[src/rtl/pwc_pkg.sv]
package pwc_pkg;

  localparam int NUM_BUCKETS    = 26;
  localparam int WORD_LEN       = 16;
  localparam int BUCKET_ENTRIES = 64;
  localparam int MAX_RESULTS    = 8;

  localparam int LEN_W  = $clog2(WORD_LEN + 1);
  localparam int POS_W  = $clog2(WORD_LEN);
  localparam int SLOT_W = $clog2(BUCKET_ENTRIES);
  localparam int CNT_W  = $clog2(BUCKET_ENTRIES + 1);
  localparam int BKT_W  = 5;
  localparam int ADDR_W = BKT_W + SLOT_W;
  localparam int MEM_DEPTH = NUM_BUCKETS * BUCKET_ENTRIES;
  localparam int QDEPTH = 2;

  localparam logic [1:0] OP_INSERT = 2'd0;
  localparam logic [1:0] OP_QUERY  = 2'd1;
  localparam logic [1:0] OP_READ   = 2'd2;
  localparam logic [1:0] OP_NOP    = 2'd3;

  localparam logic [2:0] ST_STORED   = 3'd0;
  localparam logic [2:0] ST_SHORT    = 3'd1;
  localparam logic [2:0] ST_BADFIRST = 3'd2;
  localparam logic [2:0] ST_FULL     = 3'd3;
  localparam logic [2:0] ST_MATCH    = 3'd4;
  localparam logic [2:0] ST_NOMATCH  = 3'd5;
  localparam logic [2:0] ST_READ     = 3'd6;
  localparam logic [2:0] ST_LONG     = 3'd7;

  localparam logic [7:0] CHAR_LA = 8'h61;
  localparam logic [7:0] CHAR_LZ = 8'h7a;
  localparam logic [7:0] CHAR_UA = 8'h41;
  localparam logic [7:0] CHAR_UZ = 8'h5a;
  localparam logic [7:0] CASE_OFFSET = 8'd32;

  typedef struct packed {
    logic [1:0]                kind;
    logic [WORD_LEN-1:0][7:0]  chars;
    logic [LEN_W-1:0]          len;
    logic                      ovf;
    logic [BKT_W-1:0]          bucket;
    logic [SLOT_W-1:0]         slot;
    logic [POS_W-1:0]          position;
  } cmd_t;

  typedef struct packed {
    logic        valid;
    logic [2:0]  status;
    logic [5:0]  slot;
    logic [7:0]  chr;
    logic [3:0]  idx;
    logic        last;
  } res_t;

endpackage

[src/rtl/pwc_queue.sv]
module pwc_queue import pwc_pkg::*; (
  input  logic clk_i,
  input  logic rst_ni,
  input  logic push_i,
  input  cmd_t data_i,
  input  logic pop_i,
  output cmd_t data_o,
  output logic empty_o,
  output logic full_o
);

  localparam int PTR_W = $clog2(QDEPTH);
  localparam int NUM_W = $clog2(QDEPTH + 1);

  cmd_t             mem_q [QDEPTH];
  logic [PTR_W-1:0] wr_q, rd_q;
  logic [NUM_W-1:0] num_q;

  assign empty_o = (num_q == '0);
  assign full_o  = (num_q == NUM_W'(QDEPTH));
  assign data_o  = mem_q[rd_q];

  always_ff @(posedge clk_i or negedge rst_ni) begin
    if (!rst_ni) begin
      wr_q  <= '0;
      rd_q  <= '0;
      num_q <= '0;
    end else begin
      if (push_i) wr_q <= (wr_q == PTR_W'(QDEPTH - 1)) ? '0 : wr_q + PTR_W'(1);
      if (pop_i)  rd_q <= (rd_q == PTR_W'(QDEPTH - 1)) ? '0 : rd_q + PTR_W'(1);
      num_q <= num_q + NUM_W'(push_i) - NUM_W'(pop_i);
    end
  end

  always_ff @(posedge clk_i) begin
    if (push_i) mem_q[wr_q] <= data_i;
  end

  a_no_overflow: assert property (@(posedge clk_i) disable iff (!rst_ni)
    full_o && !pop_i |-> !push_i) else $error("queue overflow");
  a_no_underflow: assert property (@(posedge clk_i) disable iff (!rst_ni)
    pop_i |-> !empty_o) else $error("queue underflow");

endmodule

[config.mk]
export PLATFORM = sky130hd
export DESIGN_NAME = pwc_queue
export DESIGN_NICKNAME = d
export VERILOG_FILES = /design/src/rtl/pwc_pkg.sv /design/src/rtl/pwc_queue.sv
export SDC_FILE = /design/constraint.sdc
export NUM_CORES = 1
export LEC_CHECK = 0
export CAP_MARGIN = 10
export CORE_ASPECT_RATIO = 0.7
export CORE_UTILIZATION = 43
export DETAILED_ROUTE_END_ITERATION = 10
export DONT_BUFFER_PORTS = 1
export PLACE_DENSITY = 0.6
export SLEW_MARGIN = 10
export SYNTH_ARGS = -nofsm -noshare
export SYNTH_HDL_FRONTEND = slang
export SYNTH_SLANG_ARGS = --single-unit
[constraint.sdc]
create_clock -name clk_i -period 12.3 [get_ports clk_i]
set_clock_uncertainty 0.2 [all_clocks]
set_input_delay 0.615 -clock clk_i [delete_from_list [all_inputs] [get_ports clk_i]]
set_output_delay 0.615 -clock clk_i [all_outputs]
set_load 0.1 [all_outputs]
==> flow_summary.ini, run 1 <==
[hold_path]
hold_class = in -> async

[synth]
yosysWarnings = 0
synth-edff-count = 302
synth_top_family_by_area = multiplexers
syn_inst = 485
synth_top_area_share = 0.795
async_flop_share = 0.0131
syn_area_per_cell_um2 = 23.5
synthMuxAreaShare = 0.175
synth_fa_ha_area_frac = 0.00219
yosys.area_share.simple = 0.00197
synth-compound-area-share = 0
synthTopCellsByCount = edfxtp_1, mux2_4, mux2_2, buf_6, buf_2
syn-cell-area_mm2 = 0.0114
yosys.area_share.xor_xnor = 0.00362
syn-num-nets = 642
ys.flop_type = edfxtp_1
synth.most_common_cell = edfxtp_1
ys_ff_latch = 306
yosysUniqueCellTypes = 13
yosysSeqAreaShare = 0.803
synth_top_area_cell = edfxtp_1
yosys-top-cells-area = edfxtp_1, mux2_4, mux2_2, buf_6, dfrtp_1

[clock_network]
cts_tree = done
clock_latency_ns = 0.53
clk_pin_slew_ns = 0.06
cts_resized = 0
cts_setup_buffers = 0
ctsHoldBuffers = 154
cts.htree.levels = 1
root_buffer = clkbuf_16
tritoncts.num_buffers = 29
clkSinkCount = 306
cts_buffer_depth = 3

[worst_setup_path]
cp_max_fo = 72
path_delay_family = buffers and inverters
cp_slowest_cell = buf_4
cp_data_required_time_ns = 11.48
critPathLaunchType = flip-flop
max_stage_delay_ns = 0.85
arrival_ns = 2.82
path_cells = buf_4 > mux2_2
end_kind = output port
worstSetupPathType = reg -> out
path_buf_inv = 1

[place]
port_buffers = 0
hpwl_mm = 13.6
numPlacedInstances = 830
place.gp.congestion = 0.751
placed_cell_area_mm2 = 0.0118

[timing]
rsz0062_at_grt = false
tightest_slew_ns = 1.17
fin_setup_tns_ns = 0
fmax_mhz = 275
hold_viol = 0
hold_slack_ns = 0.161
period_share = 0.296
setup_viol = 0
slew_headroom = 0.221
maxSlewViolCount = 0
finalCriticalPeriod_ns = 3.64

[finish]
fin_nets = 815
layout.cells.non_filler = 1034
drive_gt1_frac = 0.294
diodes = 0
design_area_mm2 = 0.0142
nFillCells = 1970
area_delta_synth_final_pct = 24.1

[detailed_routing]
via_per_inst = 4.98
detail_route.first_pass.iterations = 4
ant_nets = 0
route.final.wire_length_mm = 21.9
drcViolationCount = 0
vias = 5150
wl_per_cell_um = 21.1
drt_iter0_drc = 269

[global_route]
grt_max_degree = 77
antenna_found_initial = 0
first_global_vias = 5574
grt_overflow = 0
grt_usage = 0.157
grt_pass1_wl_mm = 32.8

[floorplanning]
chipWidth_um = 197
core-area_mm2 = 0.0259
start_util = 0.441
die-area_mm2 = 0.0272
io_pins = 308
die_y_um = 138
num_rows = 49

[run_status]
status = finished clean

[run]
cap_violations = 0
-- path summary, 6_finish.rpt --
path                         from            end  slack (ns)  depth (start not counted)
max                          rd_q    data_o[141]        8.66                          2
min                        rst_ni           wr_q        0.16                          1
max reg2reg                  wr_q  mem_q[1][106]        9.36                          2
min reg2reg                  wr_q           wr_q        0.38                          1
max in group asynchronous  rst_ni           rd_q       11.53                          1
min in group clk_i         push_i   mem_q[0][41]        0.26                          1
-- layer usage --
metal	vias up	routed length [um]	GRT usage
met5	-	0	0
met4	0	405	0.0359
met3	26	2270	0.0649
met2	263	10200	0.255
met1	2580	8960	0.197
li1	2281	-	-
-- layout by cell type (no fill, tap or decap), drive strengths merged, types with 4 or more instances in the layout --
cell / count
buf: 5
clkbuf: 33
clkinv: 14
dfrtp: 4
dlygate4sd3: 154
edfxtp: 302
mux2: 151
-- metrics by stage --
| stage | utilization | setup WS, ns |
|---|---|---|
| final | 0.547 | 8.66 |
| after global routing | 0.547 | 8.54 |
| after CTS | 0.547 | 8.66 |
| after detailed placement | 0.455 | 9.19 |
| after global placement | 0.455 | 9.27 |
| after floorplan | - | 4.27 |
-- sequential cells by signal, summed over array words and instances, names as in the netlist --
| register | cells |
|---|---|
| num_q | 2 |
| wr_q | 1 |
| mem_q | 302 |
| rd_q | 1 |
-- kinds of logic after synthesis --
| logic type | after synthesis |
|---|---|
| adder cells (fa/ha/maj) | 2 |
| AND/OR/NAND/NOR | 4 |
| buffers and inverters | 19 |
| multiplexers | 151 |
| XOR/XNOR | 3 |
| flip-flops | 306 |
-- area by class of cell --
| cell class | count | area (um^2) | area share |
|---|---|---|---|
| clock inverters | 17 | 113 | 0.00795 |
| well taps | 357 | 447 | 0.0315 |
| inverters | 2 | 7.51 | 0.000530 |
| multi-input cells | 160 | 2100 | 0.149 |
| clock buffers | 33 | 741 | 0.0523 |
| flip-flops and latches | 306 | 9170 | 0.648 |
| repair buffers | 159 | 1580 | 0.111 |
Power of run 1 is not shown: default switching activity piles up to over one toggle a cycle in this logic, so the estimate is an artifact.
==> inputs of run 2 (changes only) <==
clock period = 3.5 ns   (was 12.3 ns; I/O delays follow)
==> run 2 against run 1 <==
Compared with the run above:
- wire length is 3.7% lower
- count of clock-buffer cells in the layout is 2 higher
- sequential cell count stayed put
- critical path depth stayed put
- worst hold slack worse by 0.078 ns
- cell count is 0.58% higher
- die area stayed put
- non-clock buffer count is 3 higher
- sequential share of layout area is 0.58 points lower
- first-iteration DRC count is 17% lower
- critical endpoint is now data_o[135]
- largest cell class unchanged
- highest routed layer unchanged
==> flow_summary.ini, run 2 (synthesis results as in run 1) <==
[global_route]
first_global_vias = 5503
grt_pass1_wl_mm = 31.6
grt_use_met2 = 0.247
grt_overflow = 0
use_met1 = 0.182
antenna_found_initial = 1
grt_max_degree = 82
grt_use_met3 = 0.0646
grt_usage = 0.151
top_usage_layer = met2

[detailed_routing]
via_per_inst = 4.85
ant_nets = 0
wl_per_cell_um = 20.2
detail_route.first_pass.iterations = 4
drcViolationCount = 0
route.final.wire_length_mm = 21.1
vias = 5049
drt_iter0_drc = 223

[timing]
period_share = 0.797
hold_slack_ns = 0.0824
maxSlewViolCount = 0
fmax_mhz = 358
tightest_slew_ns = 1.14
fin_setup_tns_ns = 0
rsz0062_at_grt = false
finalCriticalPeriod_ns = 2.79
setup_viol = 0
slew_headroom = 0.240
hold_viol = 0

[finish]
largestRegisters = mem_q x302, num_q x2
largest_reg_flops = 302
final_common_cell = edfxtp_1
area_delta_synth_final_pct = 25.2
final_util = 0.552
largest-register = mem_q
drive_gt1_frac = 0.295
layout.cells.non_filler = 1040
mostFrequentLayoutCells = edfxtp_1, dlygate4sd3_1, mux2_4
fin_nets = 818

[clock_network]
clk_pin_slew_ns = 0.06
cts_tree = done
tritoncts.num_buffers = 29
ctsHoldBuffers = 155
cts_setup_buffers = 0
cts.htree.levels = 1
root_buffer = clkbuf_16
clock_latency_ns = 0.54
clkSinkCount = 306
cts_buffer_depth = 3
cts_resized = 0

[floorplanning]
num_rows = 49
start_util = 0.441
io_pins = 308
core-area_mm2 = 0.0259
die-area_mm2 = 0.0272
chipWidth_um = 197
die_y_um = 138

[place]
hpwl_mm = 13.3
place.gp.congestion = 0.729
port_buffers = 0
numPlacedInstances = 832

[worst_setup_path]
cp_data_required_time_ns = 3.12
cp_slowest_cell = dfrtp_4
worstSetupPathType = reg -> out
cp_max_fo = 61
path_buf_inv = 1
arrival_ns = 2.41
end_kind = output port
critPathLaunchType = flip-flop
path_cells = buf_12 > mux2_2
max_stage_delay_ns = 0.78
path_delay_family = flip-flops

[hold_path]
hold_class = in -> reg

[run]
cap_violations = 0

[run_status]
status = finished clean
-- run 2: path summary, 6_finish.rpt --
kind | startpoint | to | slack (ns) | depth (start not counted)
setup / recovery | rd_q | data_o[135] | 0.71 | 2
hold / removal | data_i[10] | mem_q[0][10] | 0.08 | 1
setup reg to reg | wr_q | mem_q[0][93] | 1.53 | 2
hold reg to reg | wr_q | wr_q | 0.35 | 1
max in group asynchronous | rst_ni | rd_q | 2.66 | 2
min in group asynchronous | rst_ni | num_q[0] | 0.24 | 2
-- run 2: final cells by class --
class                      count  area [um^2]
antenna                        1         2.50
clock buffer                  35          748
clock inverter                17          156
fill                        1974        11600
inverter                       2         7.51
multi-input combinational    160         2100
sequential                   306         9170
tap                          357          447
timing repair buffer         162         1650
-- run 2: through the flow --
step	worst slack [ns]	area [um^2]
after global placement	1.28	11800
after global routing	0.586	14300
after CTS	0.657	14300
after detailed placement	1.25	11800
after floorplan	0.213	11400
final	0.710	14300
-- run 2: per-layer routing --
metal / part of all wire / vias to the layer above
met5: 0 / -
met4: 0.022 / 0
met3: 0.10 / 33
met2: 0.47 / 236
met1: 0.40 / 2500
li1: - / 2280
Power of run 2 is left out for the same reason.
