$ cat src/rtl/pwc_pkg.sv
package pwc_pkg;

  localparam int NUM_BUCKETS    = 26;
  localparam int WORD_LEN       = 16;
  localparam int BUCKET_ENTRIES = 64;
  localparam int MAX_RESULTS    = 8;

  localparam int LEN_W  = $clog2(WORD_LEN + 1);
  localparam int POS_W  = $clog2(WORD_LEN);
  localparam int SLOT_W = $clog2(BUCKET_ENTRIES);
  localparam int CNT_W  = $clog2(BUCKET_ENTRIES + 1);
  localparam int BKT_W  = 5;
  localparam int ADDR_W = BKT_W + SLOT_W;
  localparam int MEM_DEPTH = NUM_BUCKETS * BUCKET_ENTRIES;
  localparam int QDEPTH = 2;

  localparam logic [1:0] OP_INSERT = 2'd0;
  localparam logic [1:0] OP_QUERY  = 2'd1;
  localparam logic [1:0] OP_READ   = 2'd2;
  localparam logic [1:0] OP_NOP    = 2'd3;

  localparam logic [2:0] ST_STORED   = 3'd0;
  localparam logic [2:0] ST_SHORT    = 3'd1;
  localparam logic [2:0] ST_BADFIRST = 3'd2;
  localparam logic [2:0] ST_FULL     = 3'd3;
  localparam logic [2:0] ST_MATCH    = 3'd4;
  localparam logic [2:0] ST_NOMATCH  = 3'd5;
  localparam logic [2:0] ST_READ     = 3'd6;
  localparam logic [2:0] ST_LONG     = 3'd7;

  localparam logic [7:0] CHAR_LA = 8'h61;
  localparam logic [7:0] CHAR_LZ = 8'h7a;
  localparam logic [7:0] CHAR_UA = 8'h41;
  localparam logic [7:0] CHAR_UZ = 8'h5a;
  localparam logic [7:0] CASE_OFFSET = 8'd32;

  typedef struct packed {
    logic [1:0]                kind;
    logic [WORD_LEN-1:0][7:0]  chars;
    logic [LEN_W-1:0]          len;
    logic                      ovf;
    logic [BKT_W-1:0]          bucket;
    logic [SLOT_W-1:0]         slot;
    logic [POS_W-1:0]          position;
  } cmd_t;

  typedef struct packed {
    logic        valid;
    logic [2:0]  status;
    logic [5:0]  slot;
    logic [7:0]  chr;
    logic [3:0]  idx;
    logic        last;
  } res_t;

endpackage

$ cat src/rtl/pwc_front.sv
module pwc_front import pwc_pkg::*; (
  input  logic       clk_i,
  input  logic       rst_ni,
  input  logic       accept_i,
  input  logic [1:0] opcode_i,
  input  logic [7:0] char_code_i,
  input  logic       last_i,
  input  logic [4:0] bucket_i,
  input  logic [5:0] slot_i,
  input  logic [3:0] position_i,
  output logic       push_o,
  output cmd_t       cmd_o
);

  logic [WORD_LEN-1:0][7:0] buf_q, buf_d;
  logic [LEN_W-1:0]         len_q, len_d;
  logic                     ovf_q, ovf_d;
  logic [7:0]               ch_lc;

  always_comb begin
    ch_lc = char_code_i;
    if (opcode_i == OP_QUERY && char_code_i >= CHAR_UA && char_code_i <= CHAR_UZ) begin
      ch_lc = char_code_i + CASE_OFFSET;
    end
    buf_d  = buf_q;
    len_d  = len_q;
    ovf_d  = ovf_q;
    push_o = 1'b0;
    cmd_o  = '0;
    cmd_o.kind     = opcode_i;
    cmd_o.bucket   = bucket_i;
    cmd_o.slot     = slot_i;
    cmd_o.position = position_i;
    if (accept_i && (opcode_i == OP_INSERT || opcode_i == OP_QUERY)) begin
      if (len_q < LEN_W'(WORD_LEN)) begin
        buf_d[len_q[POS_W-1:0]] = ch_lc;
        len_d = len_q + LEN_W'(1);
      end else begin
        ovf_d = 1'b1;
      end
      if (last_i) begin
        push_o      = 1'b1;
        cmd_o.chars = buf_d;
        cmd_o.len   = len_d;
        cmd_o.ovf   = ovf_d;
        len_d       = '0;
        ovf_d       = 1'b0;
      end
    end else if (accept_i && opcode_i == OP_READ) begin
      push_o = 1'b1;
    end
  end

  always_ff @(posedge clk_i or negedge rst_ni) begin
    if (!rst_ni) begin
      len_q <= '0;
      ovf_q <= 1'b0;
    end else begin
      len_q <= len_d;
      ovf_q <= ovf_d;
    end
  end

  always_ff @(posedge clk_i) begin
    buf_q <= buf_d;
  end

endmodule

$ cat config.mk
export PLATFORM = sky130hd
export DESIGN_NAME = pwc_front
export DESIGN_NICKNAME = d
export VERILOG_FILES = /design/src/rtl/pwc_pkg.sv /design/src/rtl/pwc_front.sv
export SDC_FILE = /design/constraint.sdc
export NUM_CORES = 1
export LEC_CHECK = 0
export ABC_AREA = 1
export CORE_MARGIN = 2
export CORE_UTILIZATION = 62
export CTS_BUF_LIST = sky130_fd_sc_hd__clkbuf_8 sky130_fd_sc_hd__clkbuf_16
export DETAILED_ROUTE_END_ITERATION = 16
export DONT_BUFFER_PORTS = 1
export GPL_ROUTABILITY_DRIVEN = 0
export PLACE_DENSITY = 0.75
export SYNTH_ARGS = -nofsm -noshare
export SYNTH_HDL_FRONTEND = slang
export SYNTH_SLANG_ARGS = --single-unit
$ cat constraint.sdc
create_clock -name clk_i -period 3.9 [get_ports clk_i]
set_clock_uncertainty 0.15 [all_clocks]
set_input_delay 0 -clock clk_i [delete_from_list [all_inputs] [get_ports clk_i]]
set_output_delay 0 -clock clk_i [all_outputs]
set_load 0.05 [all_outputs]
==> flow_metrics.env, run 1 <==
export IMPL_setup_worst_path_start_class="primary input"
export IMPL_crit_top_cell="dlygate4sd3_1"
export IMPL_worstSkewPairLatency_ns=0.41
export IMPL_grt_ovfl_total=0
export IMPL_drtAntennaViolNets=0
export IMPL_critPathKind="in -> out"
export IMPL_worstRegToRegCells=7
export IMPL_vias=5506
export IMPL_max_stage_delay_ns=0.78
export IMPL_cts_buffers=17
export IMPL_path_delay_family="buffers and inverters"
export IMPL_grt_pass1_vias=5095
export IMPL_row_count=40
export IMPL_worst_path_buf_inv=5
export IMPL_hp_class="in -> out"
export IMPL_routed_wl_um=17700
export IMPL_regToRegStartpoint="len_q[0]"
export IMPL_drive_gt1_share_pct=25.3
export IMPL_synth_area_leaders="edfxtp_1 (51%), or2_2 (8.9%), inv_1 (6.3%)"
export IMPL_avgViaCountPerCell=5.54
export IMPL_cts_sink_count=134
export IMPL_yosysMostFrequentCell="edfxtp_1"
export IMPL_cap_viol_max_count=0
export IMPL_met1_usage_pct=36.7
export IMPL_grt_pass1_wl_um=27000
export IMPL_clockBufferDepth=2
export IMPL_synthArstFlopShare_pct=4.48
export IMPL_hp_start="opcode_i[0]"
export IMPL_core_sq_mm=0.0119
export IMPL_dp_hpwl_um=11000
export IMPL_cts_tree="yes"
export IMPL_root_buffer="clkbuf_16"
export IMPL_synth_area_leader_cell="edfxtp_1"
export IMPL_antenna_found_initial=0
export IMPL_die_area_sq_mm=0.0130
export IMPL_synthTopCellsByCount="edfxtp_1 (128), inv_1 (125), nor2_1 (122)"
export IMPL_hold_worst_slack_ns=0.0471
export IMPL_rsz0062_at_grt="no"
export IMPL_peakVddDrop_v=0.000388
export IMPL_final_util_pct=70.0
export IMPL_synth_edf_count=128
export IMPL_use_met3_pct=6.80
export IMPL_timing_fmax_ghz=0.287
export IMPL_syn_area_per_cell_sq_um=9.15
export IMPL_htree_num_levels=4
export IMPL_tns_ns=0
export IMPL_start_util_pct=62.8
export IMPL_track_usage_pct=27.5
export IMPL_setup_violations_final=0
export IMPL_drtIter0Drc=492
export IMPL_grt_max_degree=104
export IMPL_slowest_stage="dlygate4sd3_1"
export IMPL_dpl_cell_area_sq_mm=0.00751
export IMPL_fin_area_sq_mm=0.00834
export IMPL_path_max_fanout=103
export IMPL_final_net_count=867
export IMPL_critical_path_cell_count=8
export IMPL_finalPower_uw=3960
export IMPL_drc=0
export IMPL_finalHoldViolations=0
export IMPL_die_h_um=114
export IMPL_diodes=0
export IMPL_post_drt_wl_per_cell_um=17.8
export IMPL_p_leak_uw=0.00358
export IMPL_drv_slew=0
export IMPL_yosysUniqueCellTypes=36
export IMPL_dr_pass1_iters=5
export IMPL_netlist_area_leader_share_pct=51.4
export IMPL_syn_instance_count=818
export IMPL_synthesis_nets=852
export IMPL_cp_startpoint="opcode_i[1]"
export IMPL_holdPathStages=1
export IMPL_crit_chain="dlygate4sd3_1, nor2_4, dlygate4sd3_1, inv_2, nor2_2, inv_4, buf_4, nor2_1"
export IMPL_powerDensity_mw_per_mm2=475
export IMPL_worstPathRequired_ns=3.75
export IMPL_grtUsageMet2_pct=44.4
export IMPL_area_growth_pct=11.4
export IMPL_cts_repair_resized=0
export IMPL_end_kind="primary output"
export IMPL_synth_area_sq_mm=0.00748
export IMPL_dominantRegCellSynth="edfxtp_1"
export IMPL_arrival_ns=3.34
export IMPL_ys_warn_count=0
export IMPL_worstMarginPinSlew_ns=1.13
export IMPL_max_slew_margin_pct=24.7
export IMPL_io_buffers=0
export IMPL_ios=181
export IMPL_grt_busiest_layer="met2"
export IMPL_post_route_period_util_pct=89.4
export IMPL_synth_seq_cells=134
export IMPL_status="complete, no violations"
export IMPL_dieWidth_um=114
export IMPL_min_period_ns=3.49
export IMPL_yosysSeqAreaShare_pct=53.4
-- placed cells by master (no fill, tap or decap), types with 5 or more instances in the layout --
cell type	instances
o21ai_2	6
or2_2	107
inv_2	23
a21oi_1	16
dfrtp_1	6
o21ai_1	57
nand2_1	60
ha_1	5
nand3_1	35
clkbuf_16	17
inv_1	128
o21ai_0	34
clkinv_2	7
dlygate4sd3_1	28
edfxtp_1	128
nor2_4	17
buf_4	15
nor2_1	122
-- per-layer routing --
metal	vias up	wire length, um
li1	2630	-
met2	265	8460
met3	28	1530
met4	0	375
met5	-	0
met1	2583	7310
-- report_power, final --
| part | switching, uW | leakage, uW | total, uW | internal, uW |
|---|---|---|---|---|
| Clock | 572 | 0.000288 | 1490 | 919 |
| Combinational | 559 | 0.00201 | 754 | 194 |
| Sequential | 24.3 | 0.00128 | 1710 | 1690 |
-- repair_timing --
item                      in CTS  in global routing
hold buffers                  28                  0
buffers inserted               0                  0
hold endpoints to repair     125                  0
-- final timing paths --
check / end / slack [ns]
max: cmd_o[34] / 0.41
min: push_o / 0.05
max reg2reg: buf_q[117] / 1.82
min reg2reg: buf_q[62] / 0.40
max in group asynchronous: len_q[1] / 3.08
min in group asynchronous: len_q[4] / 0.30
-- cell families (layout without fill, tap and decap cells) --
family	count (synthesis)	in the layout	share of synthesized area (%)
simple gates	358	358	25.6
buf+inv	199	227	11.4
flops	134	134	53.4
compound gates	119	119	8.39
fa+ha+maj	5	5	0.836
xor+xnor	3	3	0.351
-- registers in the layout, indices dropped and copies added (netlist names) --
register  cells
buf_q       128
ovf_q         1
len_q         5
-- worst register-to-register path: stages, from the launching register on --
cell and delay, ns:
dfrtp_1 0.43, inv_1 0.13, ha_1 0.27, nand2_8 0.10, nor2_4 0.21, inv_1 0.16
o21ai_0 0.30, inv_1 0.08
-- metrics by stage --
step                instances  setup WS (ns)
floorplan                 818          0.395
detailed placement        933           1.55
global route              993          0.274
CTS                       993          0.402
finish                    993          0.413
global placement          933           1.69
-- cell type report --
type,instances,area (sq um)
tap,147,184
clock inverter,15,123
timing repair buffer,43,393
fill,946,3570
multi-input combinational,485,2640
inverter,152,581
clock buffer,17,425
sequential,134,3990
Power figures use the tool's default switching activity.
==> inputs of run 2 (changes only) <==
==> constraint.sdc (replaced) <==
create_clock -name clk_i -period 3.9 [get_ports clk_i]
set_clock_uncertainty 0.15 [all_clocks]
set_input_delay 0.39 -clock clk_i [delete_from_list [all_inputs] [get_ports clk_i]]
set_output_delay 0.39 -clock clk_i [all_outputs]
set_load 0.05 [all_outputs]
==> flow_metrics.env, run 2 (synthesized netlist as in run 1, its figures left out) <==
export IMPL_p_sw_uw=1120
export IMPL_timing_fmax_ghz=0.344
export IMPL_worstMarginPinSlew_ns=1.17
export IMPL_vias=5574
export IMPL_clk_pin_slew_ns=0.05
export IMPL_drive_gt1_share_pct=37.8
export IMPL_pwr_share_comb_pct=19.4
export IMPL_core_sq_mm=0.0119
export IMPL_regToRegStartpoint="len_q[0]"
export IMPL_status="complete, no violations"
export IMPL_hp_class="in -> reg"
export IMPL_cp_startpoint="len_q[0]"
export IMPL_path_max_fanout=10
export IMPL_routed_wl_um=17500
export IMPL_antenna_found_initial=0
export IMPL_cts_buffers=17
export IMPL_cts_repair_resized=0
export IMPL_end_kind="primary output"
export IMPL_min_period_ns=2.90
export IMPL_largest_reg_flops=128
export IMPL_cap_viol_max_count=0
export IMPL_final_net_count=890
export IMPL_cts_hold_buf=1
export IMPL_worstPathRequired_ns=3.36
export IMPL_max_slew_margin_pct=21.8
export IMPL_clkPwrFrac_pct=36.2
export IMPL_place_ws_ns=1.07
export IMPL_layout_commonest_cell="inv_1"
export IMPL_peakVddDrop_v=0.000300
export IMPL_crit_chain="inv_1, ha_1, nand2_8, nor2_4, or2_2, o21ai_0, nor2_2"
export IMPL_powerDensity_mw_per_mm2=439
export IMPL_regToRegSetupSlack_ns=1.68
export IMPL_worstRegToRegCells=7
export IMPL_p_seq_share_pct=44.5
export IMPL_critPathKind="reg -> out"
export IMPL_finalPower_uw=3860
export IMPL_regMostFlops="buf_q"
export IMPL_row_count=40
export IMPL_setup_ws_ns=0.996
export IMPL_area_growth_pct=17.4
export IMPL_dr_pass1_iters=5
export IMPL_tns_ns=0
export IMPL_setup_worst_path_start_class="flop"
export IMPL_worstSkewPairLatency_ns=0.41
export IMPL_start_util_pct=62.8
export IMPL_slowest_stage="nor2_2"
export IMPL_grt_pass1_vias=5367
export IMPL_p_leak_uw=0.00372
export IMPL_cts_tree="yes"
export IMPL_fillCellCount=871
export IMPL_drv_slew=0
export IMPL_io_buffers=0
export IMPL_post_drt_wl_per_cell_um=17.3
export IMPL_dp_hpwl_um=11500
export IMPL_grt_pass1_wl_um=27500
export IMPL_top_regs="buf_q (128), len_q (5), ovf_q (1)"
export IMPL_track_usage_pct=27.6
export IMPL_clockBufferDepth=2
export IMPL_grt_max_degree=90
export IMPL_die_h_um=114
export IMPL_avgViaCountPerCell=5.50
export IMPL_holdPathStages=3
export IMPL_drtIter0Drc=507
export IMPL_layout_common_cells="inv_1 (129), edfxtp_1 (128), or2_2 (107)"
export IMPL_setup_violations_final=0
export IMPL_diodes=0
export IMPL_max_stage_delay_ns=0.47
export IMPL_grt_ovfl_total=0
export IMPL_dieWidth_um=114
export IMPL_swShare_pct=28.9
export IMPL_holdPathEnd="len_q[4]"
export IMPL_rr_endpoint="buf_q[3]"
export IMPL_htree_num_levels=4
export IMPL_final_util_pct=73.8
export IMPL_ios=181
export IMPL_post_cts_buffers=0
export IMPL_hp_start="opcode_i[1]"
export IMPL_rsz0062_at_grt="no"
export IMPL_cts_sink_count=134
export IMPL_die_area_sq_mm=0.0130
export IMPL_arrival_ns=2.36
export IMPL_drc=0
export IMPL_drtAntennaViolNets=0
export IMPL_intPower_uw=2740
export IMPL_finalHoldViolations=0
export IMPL_post_route_period_util_pct=74.5
export IMPL_root_buffer="clkbuf_16"
[run 2: layer usage]
layer / GRT usage (%) / vias up / part of all wire [%]
met5: 0 / - / 0
met4: 11.7 / 0 / 1.6
met3: 6.38 / 26 / 8.0
met2: 42.3 / 241 / 48
met1: 38.4 / 2636 / 43
li1: - / 2671 / -
[run 2: cell type report]
| type | instances | area (sq um) | share of cell area (%) |
|---|---|---|---|
| sequential | 134 | 3990 | 45.5 |
| multi-input combinational | 485 | 3010 | 34.3 |
| inverter | 152 | 583 | 6.64 |
| timing repair buffer | 66 | 510 | 5.81 |
| clock buffer | 17 | 425 | 4.84 |
| tap | 147 | 184 | 2.09 |
| clock inverter | 13 | 77.6 | 0.883 |
[run 2: per-stage QoR]
stage,cells,area [sq um],hold WS (ns)
after floorplan,818,7860,-0.0556
after detailed placement,983,8270,-0.0554
final,1014,8780,0.00937
after global placement,983,8270,-0.0554
after global routing,1014,8780,0.00779
after CTS,1014,8780,0.00328
[run 2: power by group through the flow]
stage               clock network, uW  registers [uW]  logic (uW)
floorplan                           0            1740         663
global placement                    0            1740         719
detailed placement                  0            1740         739
CTS                              1400            1720         746
global route                     1470            1720         810
finish                           1390            1720         747
[run 2: how the worst max path moves through the flow]
stage	end	slack (ns)	cells past startpoint
2_1_floorplan	cmd_o[28]	-0.28	7
3_3_place_gp	cmd_o[51]	1.15	6
3_5_place_dp	len_q[3]	1.07	6
4_1_cts	cmd_o[25]	0.98	7
5_1_grt	cmd_o[23]	0.88	7
6_report	cmd_o[25]	1.0	7
[run 2: worst max-delay path: cells and delay by family, from the launching register on]
kind	cells	cell delay, ns
buffers and inverters	1	0.13
adders and majority gates	1	0.27
DFF	1	0.43
AOI/OAI and AO/OA	1	0.12
and+or+nand+nor	4	0.99
